<file path="config.mk">
export PLATFORM = sky130hd
export DESIGN_NAME = input_completeness_scanner
export DESIGN_NICKNAME = d
export VERILOG_FILES = /design/src/rtl/ics_pkg.sv /design/src/rtl/input_completeness_scanner.sv
export SDC_FILE = /design/constraint.sdc
export NUM_CORES = 1
export LEC_CHECK = 0
export BUFFER_PORTS_ARGS = -buffer_cell sky130_fd_sc_hd__buf_2
export CELL_PAD_IN_SITES_DETAIL_PLACEMENT = 1
export CELL_PAD_IN_SITES_GLOBAL_PLACEMENT = 1
export CORE_MARGIN = 10
export CORE_UTILIZATION = 46
export DETAILED_ROUTE_END_ITERATION = 7
export GPL_TIMING_DRIVEN = 1
export PLACE_DENSITY_LB_ADDON = 0.1
export SETUP_SLACK_MARGIN = 0.15
export SLEW_MARGIN = 40
export SYNTH_ARGS = -nofsm -noshare
export SYNTH_HDL_FRONTEND = slang
export SYNTH_SLANG_ARGS = --single-unit
</file>
<file path="constraint.sdc">
create_clock -name clk -period 5.11 [get_ports clk]
set_input_delay 0.2555 -clock clk [delete_from_list [all_inputs] [get_ports clk]]
set_output_delay 0.2555 -clock clk [all_outputs]
set_load 0.03 [all_outputs]
</file>
<file path="src/rtl/ics_pkg.sv">
`timescale 1ns / 1ps

package ics_pkg;

    localparam int DefaultDepthBits = 8;
    localparam int DepthFieldBits = 8;
    localparam int ModeBits = 3;
    localparam int OutDataBits = 32;

    typedef enum logic [ModeBits-1:0] {
        MODE_NORMAL = 3'd0,
        MODE_LINE   = 3'd1,
        MODE_BLOCK  = 3'd2,
        MODE_SINGLE = 3'd3,
        MODE_DOUBLE = 3'd4,
        MODE_RAW    = 3'd5
    } lex_mode_t;

    localparam logic [7:0] ChHash      = 8'h23;
    localparam logic [7:0] ChTilde     = 8'h7E;
    localparam logic [7:0] ChBacktick  = 8'h60;
    localparam logic [7:0] ChBackslash = 8'h5C;
    localparam logic [7:0] ChSingle    = 8'h27;
    localparam logic [7:0] ChDouble    = 8'h22;
    localparam logic [7:0] ChNewline   = 8'h0A;
    localparam logic [7:0] ChRoundOpen   = 8'h28;
    localparam logic [7:0] ChRoundClose  = 8'h29;
    localparam logic [7:0] ChSquareOpen  = 8'h5B;
    localparam logic [7:0] ChSquareClose = 8'h5D;
    localparam logic [7:0] ChCurlyOpen   = 8'h7B;
    localparam logic [7:0] ChCurlyClose  = 8'h7D;

endpackage

</file>
<file path="src/rtl/input_completeness_scanner.sv">
`timescale 1ns / 1ps

// Scans source text one byte per beat and reports, for every byte, whether the text so far
// still needs more input, the round, square and curly bracket depths and the lexical mode.
// A byte is registered on input and its result is registered on output, and a new byte is
// taken every cycle while the output is not stalled; the loop through the mode and depth
// registers sets that rate. A beat with s_tuser set clears all scanner state before its byte.
// Depth counters are DEPTH_BITS wide, saturate at their maximum and ignore closers at zero;
// each depth field carries the low 8 bits of its counter.
module input_completeness_scanner #(
    parameter int DEPTH_BITS = ics_pkg::DefaultDepthBits
) (
    input  logic                          clk,
    input  logic                          rst_n,
    input  logic                          s_tvalid,
    output logic                          s_tready,
    input  logic [7:0]                    s_tdata,   // [7:0] text_byte
    input  logic                          s_tuser,   // [0] first_of_text
    output logic                          m_tvalid,
    input  logic                          m_tready,
    // [0] needs_more, [8:1] round_depth, [16:9] square_depth, [24:17] curly_depth,
    // [27:25] lex_mode, [31:28] zero
    output logic [ics_pkg::OutDataBits-1:0] m_tdata
);
    import ics_pkg::*;

    localparam int ExtBits = (DEPTH_BITS > DepthFieldBits) ? DEPTH_BITS : DepthFieldBits;
    localparam logic [DEPTH_BITS-1:0] DepthMax = {DEPTH_BITS{1'b1}};

    logic                  in_valid_reg;
    logic [7:0]            in_byte_reg;
    logic                  in_first_reg;
    logic                  out_valid_reg;
    logic [OutDataBits-1:0] out_data_reg;
    logic [OutDataBits-1:0] out_data_next;

    lex_mode_t             mode_reg, mode_next;
    logic                  escape_reg, escape_next;
    logic [DEPTH_BITS-1:0] round_reg, round_next;
    logic [DEPTH_BITS-1:0] square_reg, square_next;
    logic [DEPTH_BITS-1:0] curly_reg, curly_next;

    lex_mode_t             mode_base;
    logic                  escape_base;
    logic [DEPTH_BITS-1:0] round_base, square_base, curly_base;
    logic                  move;
    logic                  needs_more;
    logic [ExtBits-1:0]    round_ext, square_ext, curly_ext;
    logic [7:0]            quote_closer;

    assign move = in_valid_reg && (!out_valid_reg || m_tready);
    assign s_tready = !in_valid_reg || move;
    assign m_tvalid = out_valid_reg;
    assign m_tdata = out_data_reg;

    always_comb
    begin
        mode_base = in_first_reg ? MODE_NORMAL : mode_reg;
        escape_base = in_first_reg ? 1'b0 : escape_reg;
        round_base = in_first_reg ? '0 : round_reg;
        square_base = in_first_reg ? '0 : square_reg;
        curly_base = in_first_reg ? '0 : curly_reg;

        mode_next = mode_base;
        escape_next = escape_base;
        round_next = round_base;
        square_next = square_base;
        curly_next = curly_base;
        quote_closer = (mode_base == MODE_SINGLE) ? ChSingle : ChDouble;

        case (mode_base)
            MODE_LINE:
            begin
                if (in_byte_reg == ChNewline)
                begin
                    mode_next = MODE_NORMAL;
                end
            end
            MODE_BLOCK:
            begin
                if (in_byte_reg == ChTilde)
                begin
                    mode_next = MODE_NORMAL;
                end
            end
            MODE_RAW:
            begin
                if (in_byte_reg == ChBacktick)
                begin
                    mode_next = MODE_NORMAL;
                end
            end
            MODE_SINGLE, MODE_DOUBLE:
            begin
                if (escape_base)
                begin
                    escape_next = 1'b0;
                end
                else if (in_byte_reg == ChBackslash)
                begin
                    escape_next = 1'b1;
                end
                else if (in_byte_reg == quote_closer)
                begin
                    mode_next = MODE_NORMAL;
                end
            end
            default:
            begin
                case (in_byte_reg)
                    ChHash:      mode_next = MODE_LINE;
                    ChTilde:     mode_next = MODE_BLOCK;
                    ChBacktick:  mode_next = MODE_RAW;
                    ChSingle:
                    begin
                        mode_next = MODE_SINGLE;
                        escape_next = 1'b0;
                    end
                    ChDouble:
                    begin
                        mode_next = MODE_DOUBLE;
                        escape_next = 1'b0;
                    end
                    ChRoundOpen:
                    begin
                        if (round_base != DepthMax) round_next = round_base + 1'b1;
                    end
                    ChRoundClose:
                    begin
                        if (round_base != '0) round_next = round_base - 1'b1;
                    end
                    ChSquareOpen:
                    begin
                        if (square_base != DepthMax) square_next = square_base + 1'b1;
                    end
                    ChSquareClose:
                    begin
                        if (square_base != '0) square_next = square_base - 1'b1;
                    end
                    ChCurlyOpen:
                    begin
                        if (curly_base != DepthMax) curly_next = curly_base + 1'b1;
                    end
                    ChCurlyClose:
                    begin
                        if (curly_base != '0) curly_next = curly_base - 1'b1;
                    end
                    default:     mode_next = MODE_NORMAL;
                endcase
            end
        endcase

        needs_more = (round_next != '0) || (square_next != '0) || (curly_next != '0) ||
                     (mode_next == MODE_BLOCK) || (mode_next == MODE_SINGLE) ||
                     (mode_next == MODE_DOUBLE) || (mode_next == MODE_RAW);

        round_ext = ExtBits'(round_next);
        square_ext = ExtBits'(square_next);
        curly_ext = ExtBits'(curly_next);

        out_data_next = '0;
        out_data_next[0] = needs_more;
        out_data_next[8:1] = round_ext[7:0];
        out_data_next[16:9] = square_ext[7:0];
        out_data_next[24:17] = curly_ext[7:0];
        out_data_next[27:25] = mode_next;
    end

    always_ff @(posedge clk or negedge rst_n)
    begin
        if (!rst_n)
        begin
            in_valid_reg <= 1'b0;
            out_valid_reg <= 1'b0;
            mode_reg <= MODE_NORMAL;
            escape_reg <= 1'b0;
            round_reg <= '0;
            square_reg <= '0;
            curly_reg <= '0;
        end
        else
        begin
            if (s_tready)
            begin
                in_valid_reg <= s_tvalid;
            end
            if (move)
            begin
                out_valid_reg <= 1'b1;
                mode_reg <= mode_next;
                escape_reg <= escape_next;
                round_reg <= round_next;
                square_reg <= square_next;
                curly_reg <= curly_next;
            end
            else if (m_tready)
            begin
                out_valid_reg <= 1'b0;
            end
        end
    end

    always_ff @(posedge clk)
    begin
        if (s_tready && s_tvalid)
        begin
            in_byte_reg <= s_tdata;
            in_first_reg <= s_tuser;
        end
        if (move)
        begin
            out_data_reg <= out_data_next;
        end
    end

endmodule

</file>
==> out/qor.yml, run 1 <==
logic_synthesis:
  synth.top_cells.by_area: "edfxtp_1, dfrtp_1, mux2_2"
  avgSynthCellArea_sq_um: 9.34
  synth-seq-area-share: 0.390
  synth_edf_count: 37
  syn_area_sq_um: 4770
  async_reset_ff_frac: 0.448
  synth_top_cell_area_share: 0.233
  yosys_register_bits: 67
  syn_inst: 511
  yosysWarnings: 0
  synth.distinct_cells: 80
  synth_top_flop_cell: "edfxtp_1"
  synth_area_leader_cell: "edfxtp_1"
flow_run:
  drv_cap: 0
critical_path:
  r2r-end: "m_tdata[0]$_DFFE_PP_"
  path_buf_inv: 2
  setup.worst_path.class: "reg -> reg"
  crit_path_end_kind: "flop"
  cpLargestDelayFamily: "simple AND/OR/NAND/NOR gates"
  crit_slowest_cell: "a2111oi_0"
  cp_cell_sequence: "inv_1 -> nand2_1 -> inv_1 -> ha_1 -> and4_1 -> nand4b_1 -> a2111oi_0 -> o22ai_1 -> or3_1 -> nor4_2 -> and4_1 -> nand4_1"
  r2r-start: "in_first_reg$_DFFE_PP_"
  startpoint: "in_first_reg$_DFFE_PP_"
  cp_max_fo: 10
  r2r_slack_ns: 1.32
  required_ns: 5.21
  max_stage_delay_ns: 0.64
  arrival_ns: 3.89
  cp.depth: 12
  r2r_cells: 12
  crit_end: "m_tdata[0]$_DFFE_PP_"
  crit_path_start_kind: "flop"
clocking:
  clockRootBuffer: "clkbuf_8"
  cts.sink_count: 67
  numCtsBuffers: 9
  cts-htree-levels: 3
  clock_latency_ns: 0.37
  cts_max_path_buffers: 2
  path_clk_slew_ns: 0.08
  cts_tree: "done"
routing:
  final_antenna_net_count: 0
  wl_per_cell_microns: 22.3
  drtIter0Drc: 317
  vias: 4280
  drt_pass1_iterations: 5
  drc: 0
  wl_mm: 15.0
  vias_per_cell: 6.38
timing:
  clock_skew_ns: 0.0116
  drv_slew: 0
  finalHoldViolCount: 0
  fin_tns_setup_ns: 0
  setup_viol: 0
  fin_crit_ns: 3.79
  finalWorstSetupSlack_ns: 1.32
  worst_pin_slew_ns: 0.700
  final.hold.worst_slack_ns: 0.0602
  max_freq_ghz: 0.264
  period_share: 0.741
  slew_headroom: 0.529
  rsz0062_at_grt: "false"
final_layout:
  fin_cells: 671
  num_antenna_cells: 0
  largest_register_ffs: 28
  layout_commonest_cell: "nand2_1"
  syn2layout_area_growth_pct: 9.72
  final_cell_mix: "nand2_1, buf_2, edfxtp_1"
  drive_above_1_share: 0.183
  nets: 552
floorplan:
  start_util: 0.467
  rows: 37
  core_sq_um: 10200
  ios: 47
  die_h_microns: 122
  die_area_sq_um: 14900
  die_w_microns: 122
global_routing:
  grt-ovfl-total: 0
  grt_pass1_wl_mm: 24.3
  grtUsageTotal: 0.208
  grt_pass1_vias: 4406
  antenna_found_initial: 0
  grt_max_degree: 52
power:
  total_power_w: 0.00137
  p_per_area_nw_per_um2: 262
  p_leak_nw: 2.14
  max-vdd-ir-drop_uv: 194
placed_design:
  post-dp-hpwl_mm: 10.7
  gp_congestion: 0.920
  dp.cells: 654
  numPortBuffers: 42
  post-place-ws_ns: 1.39
outcome:
  status: "completed"
worst_hold_path:
  holdPathStages: 1
  hold_path.class: "in -> reg"
-- routing by layer --
metal / GRT usage / up-vias / share of wire
met5: 0 / - / 0
met4: 0.113 / 0 / 0.037
met3: 0.0338 / 38 / 0.054
met2: 0.343 / 136 / 0.48
met1: 0.254 / 2124 / 0.43
li1: - / 1982 / -
-- through the flow --
| step | area, sq um | util |
|---|---|---|
| 2_1_floorplan | 4780 | - |
| 3_3_place_gp | 4970 | 0.486 |
| 3_5_place_dp | 4980 | 0.487 |
| 4_1_cts | 5230 | 0.512 |
| 5_1_grt | 5240 | 0.512 |
| 6_report | 5240 | 0.512 |
-- cell type report --
cell class	instances	area, sq um
Timing Repair Buffer	45	238
Clock buffer	9	124
Tap cell	136	170
Inverter	17	66.3
Clock inverter	7	116
Fill cell	1197	4990
Sequential cell	67	1860
Multi-Input combinational cell	390	2660
-- cells by family after synthesis --
kind of cell             count (synthesis)  synth area share
adder cells (fa/ha/maj)                  9            0.0236
other                                    1          0.000786
buffers and inverters                   57            0.0566
flip-flops                              67             0.390
multiplexers                            30            0.0734
XOR/XNOR                                11            0.0202
AND/OR/NAND/NOR                        215             0.257
AO/OA/AOI/OAI                          121             0.179
-- worst min path at each step --
stage | startpoint | endpoint | slack [ns]
after floorplan | rst_n | curly_reg[0]$_DFFE_PN0P_ | -0.04
after global placement | rst_n | square_reg[0]$_DFFE_PN0P_ | 0.37
after detailed placement | rst_n | square_reg[1]$_DFFE_PN0P_ | 0.38
after CTS | s_tdata[5] | in_byte_reg[5]$_DFFE_PP_ | 0.04
after global routing | s_tdata[1] | in_byte_reg[1]$_DFFE_PP_ | 0.05
final | s_tdata[5] | in_byte_reg[5]$_DFFE_PP_ | 0.06
-- cell usage after synthesis (all sizes together) (7+ instances only) --
library cell,n
a211oi,7
a21oi,19
a31oi,10
buf,19
clkbuf,21
dfrtp,30
edfxtp,37
ha,9
inv,16
mux2,24
nand2,46
nand2b,11
nand3,19
nand4,11
nand4b,7
nor2,37
nor2b,13
nor3,14
nor4,14
o211ai,9
o21ai,26
xnor2,7
-- power breakdown --
part / switching, W / total, W / internal, W
clock: 0.000227 / 0.000550 / 0.000323
combinational: 0.000140 / 0.000195 / 0.0000554
sequential: 0.0000277 / 0.000629 / 0.000601
-- repair_timing --
item | CTS | global route
setup buffers | 0 | 0
hold endpoints to repair | 30 | 0
hold buffers | 1 | 0
resized for setup | 0 | 0
No activity file was read; power rests on OpenSTA's default activity.
==> run 2: changes to the inputs <==
- CORE_UTILIZATION: 46 -> 42
- clock period: 5.11 -> 3.1 ns (I/O delays scaled with it)
==> run 2 against run 1 <==
- wire length rose by 20%
- sequential power rose by 62%
- clock power rose by 76%
- first-iteration DRC count rose by 52%
- die area rose by 7.9%
- core utilization rose by 6.2 points
==> out/qor.yml, run 2 (synthesized netlist as in run 1, its figures left out) <==
outcome:
  status: "completed"  # unchanged
routing:
  vias_per_cell: 6.22  # was 6.38
  vias: 4746  # was 4280
  wl_mm: 17.9  # was 15.0 mm
  drtIter0Drc: 482  # was 317
  drc: 0  # unchanged
  final_antenna_net_count: 0  # unchanged
  wl_per_cell_microns: 23.5  # was 22.3 microns
  drt_pass1_iterations: 7  # was 5
final_layout:
  post-route-util: 0.574  # was 0.512
  largest_register_ffs: 28  # unchanged
  syn2layout_area_growth_pct: 32.2  # was 9.72%
  final_cell_mix: "buf_4, nand2_1, buf_2"  # was nand2_1, buf_2, edfxtp_1
  num-fill-cells: 1258  # was 1197
  seq_area_sq_um: 1860  # unchanged
  fin_cells: 763  # was 671
  layout_commonest_cell: "buf_4"  # was nand2_1
  nets: 640  # was 552
  num_antenna_cells: 0  # unchanged
  multi_input_area_sq_um: 2900  # was 2660 sq um
  drive_above_1_share: 0.343  # was 0.183
timing:
  fin_tns_setup_ns: 0  # unchanged
  worst_pin_slew_ns: 0.815  # was 0.700 ns
  rsz0062_at_grt: "true"  # was false
  drv_slew: 0  # unchanged
  slew_headroom: 0.442  # was 0.529
  setup_viol: 0  # unchanged
  fin_crit_ns: 3.05  # was 3.79 ns
  period_share: 0.984  # was 0.741
  final.hold.worst_slack_ns: 0.0113  # was 0.0602 ns
  finalHoldViolCount: 0  # unchanged
  max_freq_ghz: 0.328  # was 0.264 GHz
  clock_skew_ns: 0.00762  # was 0.0116 ns
power:
  p_per_area_nw_per_um2: 387  # was 262 nW/um^2
  total_power_w: 0.00244  # was 0.00137 W
  p_leak_nw: 2.68  # was 2.14 nW
  max-vdd-ir-drop_uv: 294  # was 194 uV
clocking:
  clockRootBuffer: "clkbuf_16"  # was clkbuf_8
  path_clk_slew_ns: 0.06  # was 0.08 ns
  cts.sink_count: 67  # unchanged
  cts-htree-levels: 3  # unchanged
  clock_latency_ns: 0.34  # was 0.37 ns
  cts_max_path_buffers: 2  # unchanged
  cts_tree: "done"  # unchanged
  numCtsBuffers: 9  # unchanged
floorplan:
  die_h_microns: 127  # was 122 microns
  rows: 38  # was 37
  core_sq_um: 11000  # was 10200 sq um
  start_util: 0.435  # was 0.467
  die_area_sq_um: 16000  # was 14900 sq um
  ios: 47  # unchanged
  die_w_microns: 127  # was 122 microns
global_routing:
  antenna_found_initial: 0  # unchanged
  grt_max_degree: 49  # was 52
  grt_pass1_vias: 4932  # was 4406
  grt_pass1_wl_mm: 27.3  # was 24.3 mm
  grt-ovfl-total: 0  # unchanged
  grtUsageTotal: 0.212  # was 0.208
critical_path:
  setup.worst_path.class: "reg -> reg"  # unchanged
  crit_path_end_kind: "flop"  # unchanged
  required_ns: 3.16  # was 5.21 ns
  crit_path_start_kind: "flop"  # unchanged
  arrival_ns: 3.11  # was 3.89 ns
  cp_max_fo: 6  # was 10
worst_hold_path:
  hold_path.class: "in -> reg"  # unchanged
placed_design:
  post-dp-hpwl_mm: 11.9  # was 10.7 mm
  dp.cells: 711  # was 654
  numPortBuffers: 42  # unchanged
  gp_congestion: 0.914  # was 0.920
flow_run:
  drv_cap: 0  # unchanged
run 2: cell types whose count changed in the layout (fill, tap and decap cells not counted), moves of 5 or more:
cell,delta
dlygate4sd3_1,+8
buf_4,+72
clkbuf_8,-7
clkbuf_16,+9
ha_1,-5
nand2_1,-5
run 2: area by class of cell:
cell class,instances,area share
Timing Repair Buffer,133,0.163
Inverter,17,0.0111
Clock inverter,2,0.00198
Tap cell,140,0.0278
Sequential cell,67,0.295
Clock buffer,14,0.0418
Multi-Input combinational cell,390,0.460
run 2: path summary, 6_finish.rpt:
path                                           from                         to  slack [ns]  cells past startpoint
max                          in_first_reg$_DFFE_PP_       m_tdata[0]$_DFFE_PP_        0.05                     14
min                                         s_tuser     in_first_reg$_DFFE_PP_        0.01                      1
max reg2reg                  in_first_reg$_DFFE_PP_       m_tdata[0]$_DFFE_PP_        0.05                     14
min reg2reg                in_valid_reg$_DFFE_PN0N_       m_tvalid$_DFFE_PN0P_        0.52                      1
max in group asynchronous                     rst_n   round_reg[7]$_DFFE_PN0P_        2.45                      2
min in group asynchronous                     rst_n  square_reg[1]$_DFFE_PN0P_        0.31                      2
run 2: through the flow:
step,instance area (sq um),setup slack (ns)
after floorplan,4830,0.169
after global placement,5430,0.0277
after detailed placement,5430,0.0168
after CTS,6040,0.153
after global routing,6310,-0.0663
final,6310,0.0485
run 2: power breakdown:
group	total, W	internal (W)	switching [W]
sequential	0.00102	0.000992	0.0000284
clock	0.000966	0.000584	0.000382
combinational	0.000455	0.000163	0.000292
run 2: routing by layer:
metal | up-vias | global-route usage | wire, microns
met5 | - | 0 | 0
met4 | 0 | 0.0824 | 541
met3 | 45 | 0.0396 | 977
met2 | 194 | 0.362 | 9000
met1 | 2346 | 0.256 | 7390
li1 | 2161 | - | -
run 2: what timing repair did:
item                       in CTS  in global routing
hold endpoints to repair       38                  0
hold buffers                    9                  0
pin swaps                      12                 16
gates resized for setup        28                 27
setup buffers                  11                 14
setup endpoints to repair       1                  2
cloned                          2                  0
run 2: critical path, stage by stage (launching register included):
cell	delay [ns]
edfxtp_1	0.44
buf_6	0.15
buf_12	0.13
nor2b_4	0.17
inv_4	0.07
ha_4	0.17
nor2b_2	0.16
a32o_2	0.31
buf_6	0.13
nor3_4	0.22
o211a_1	0.20
nor4_2	0.05
nor3_1	0.24
and4_1	0.23
nand4_1	0.10
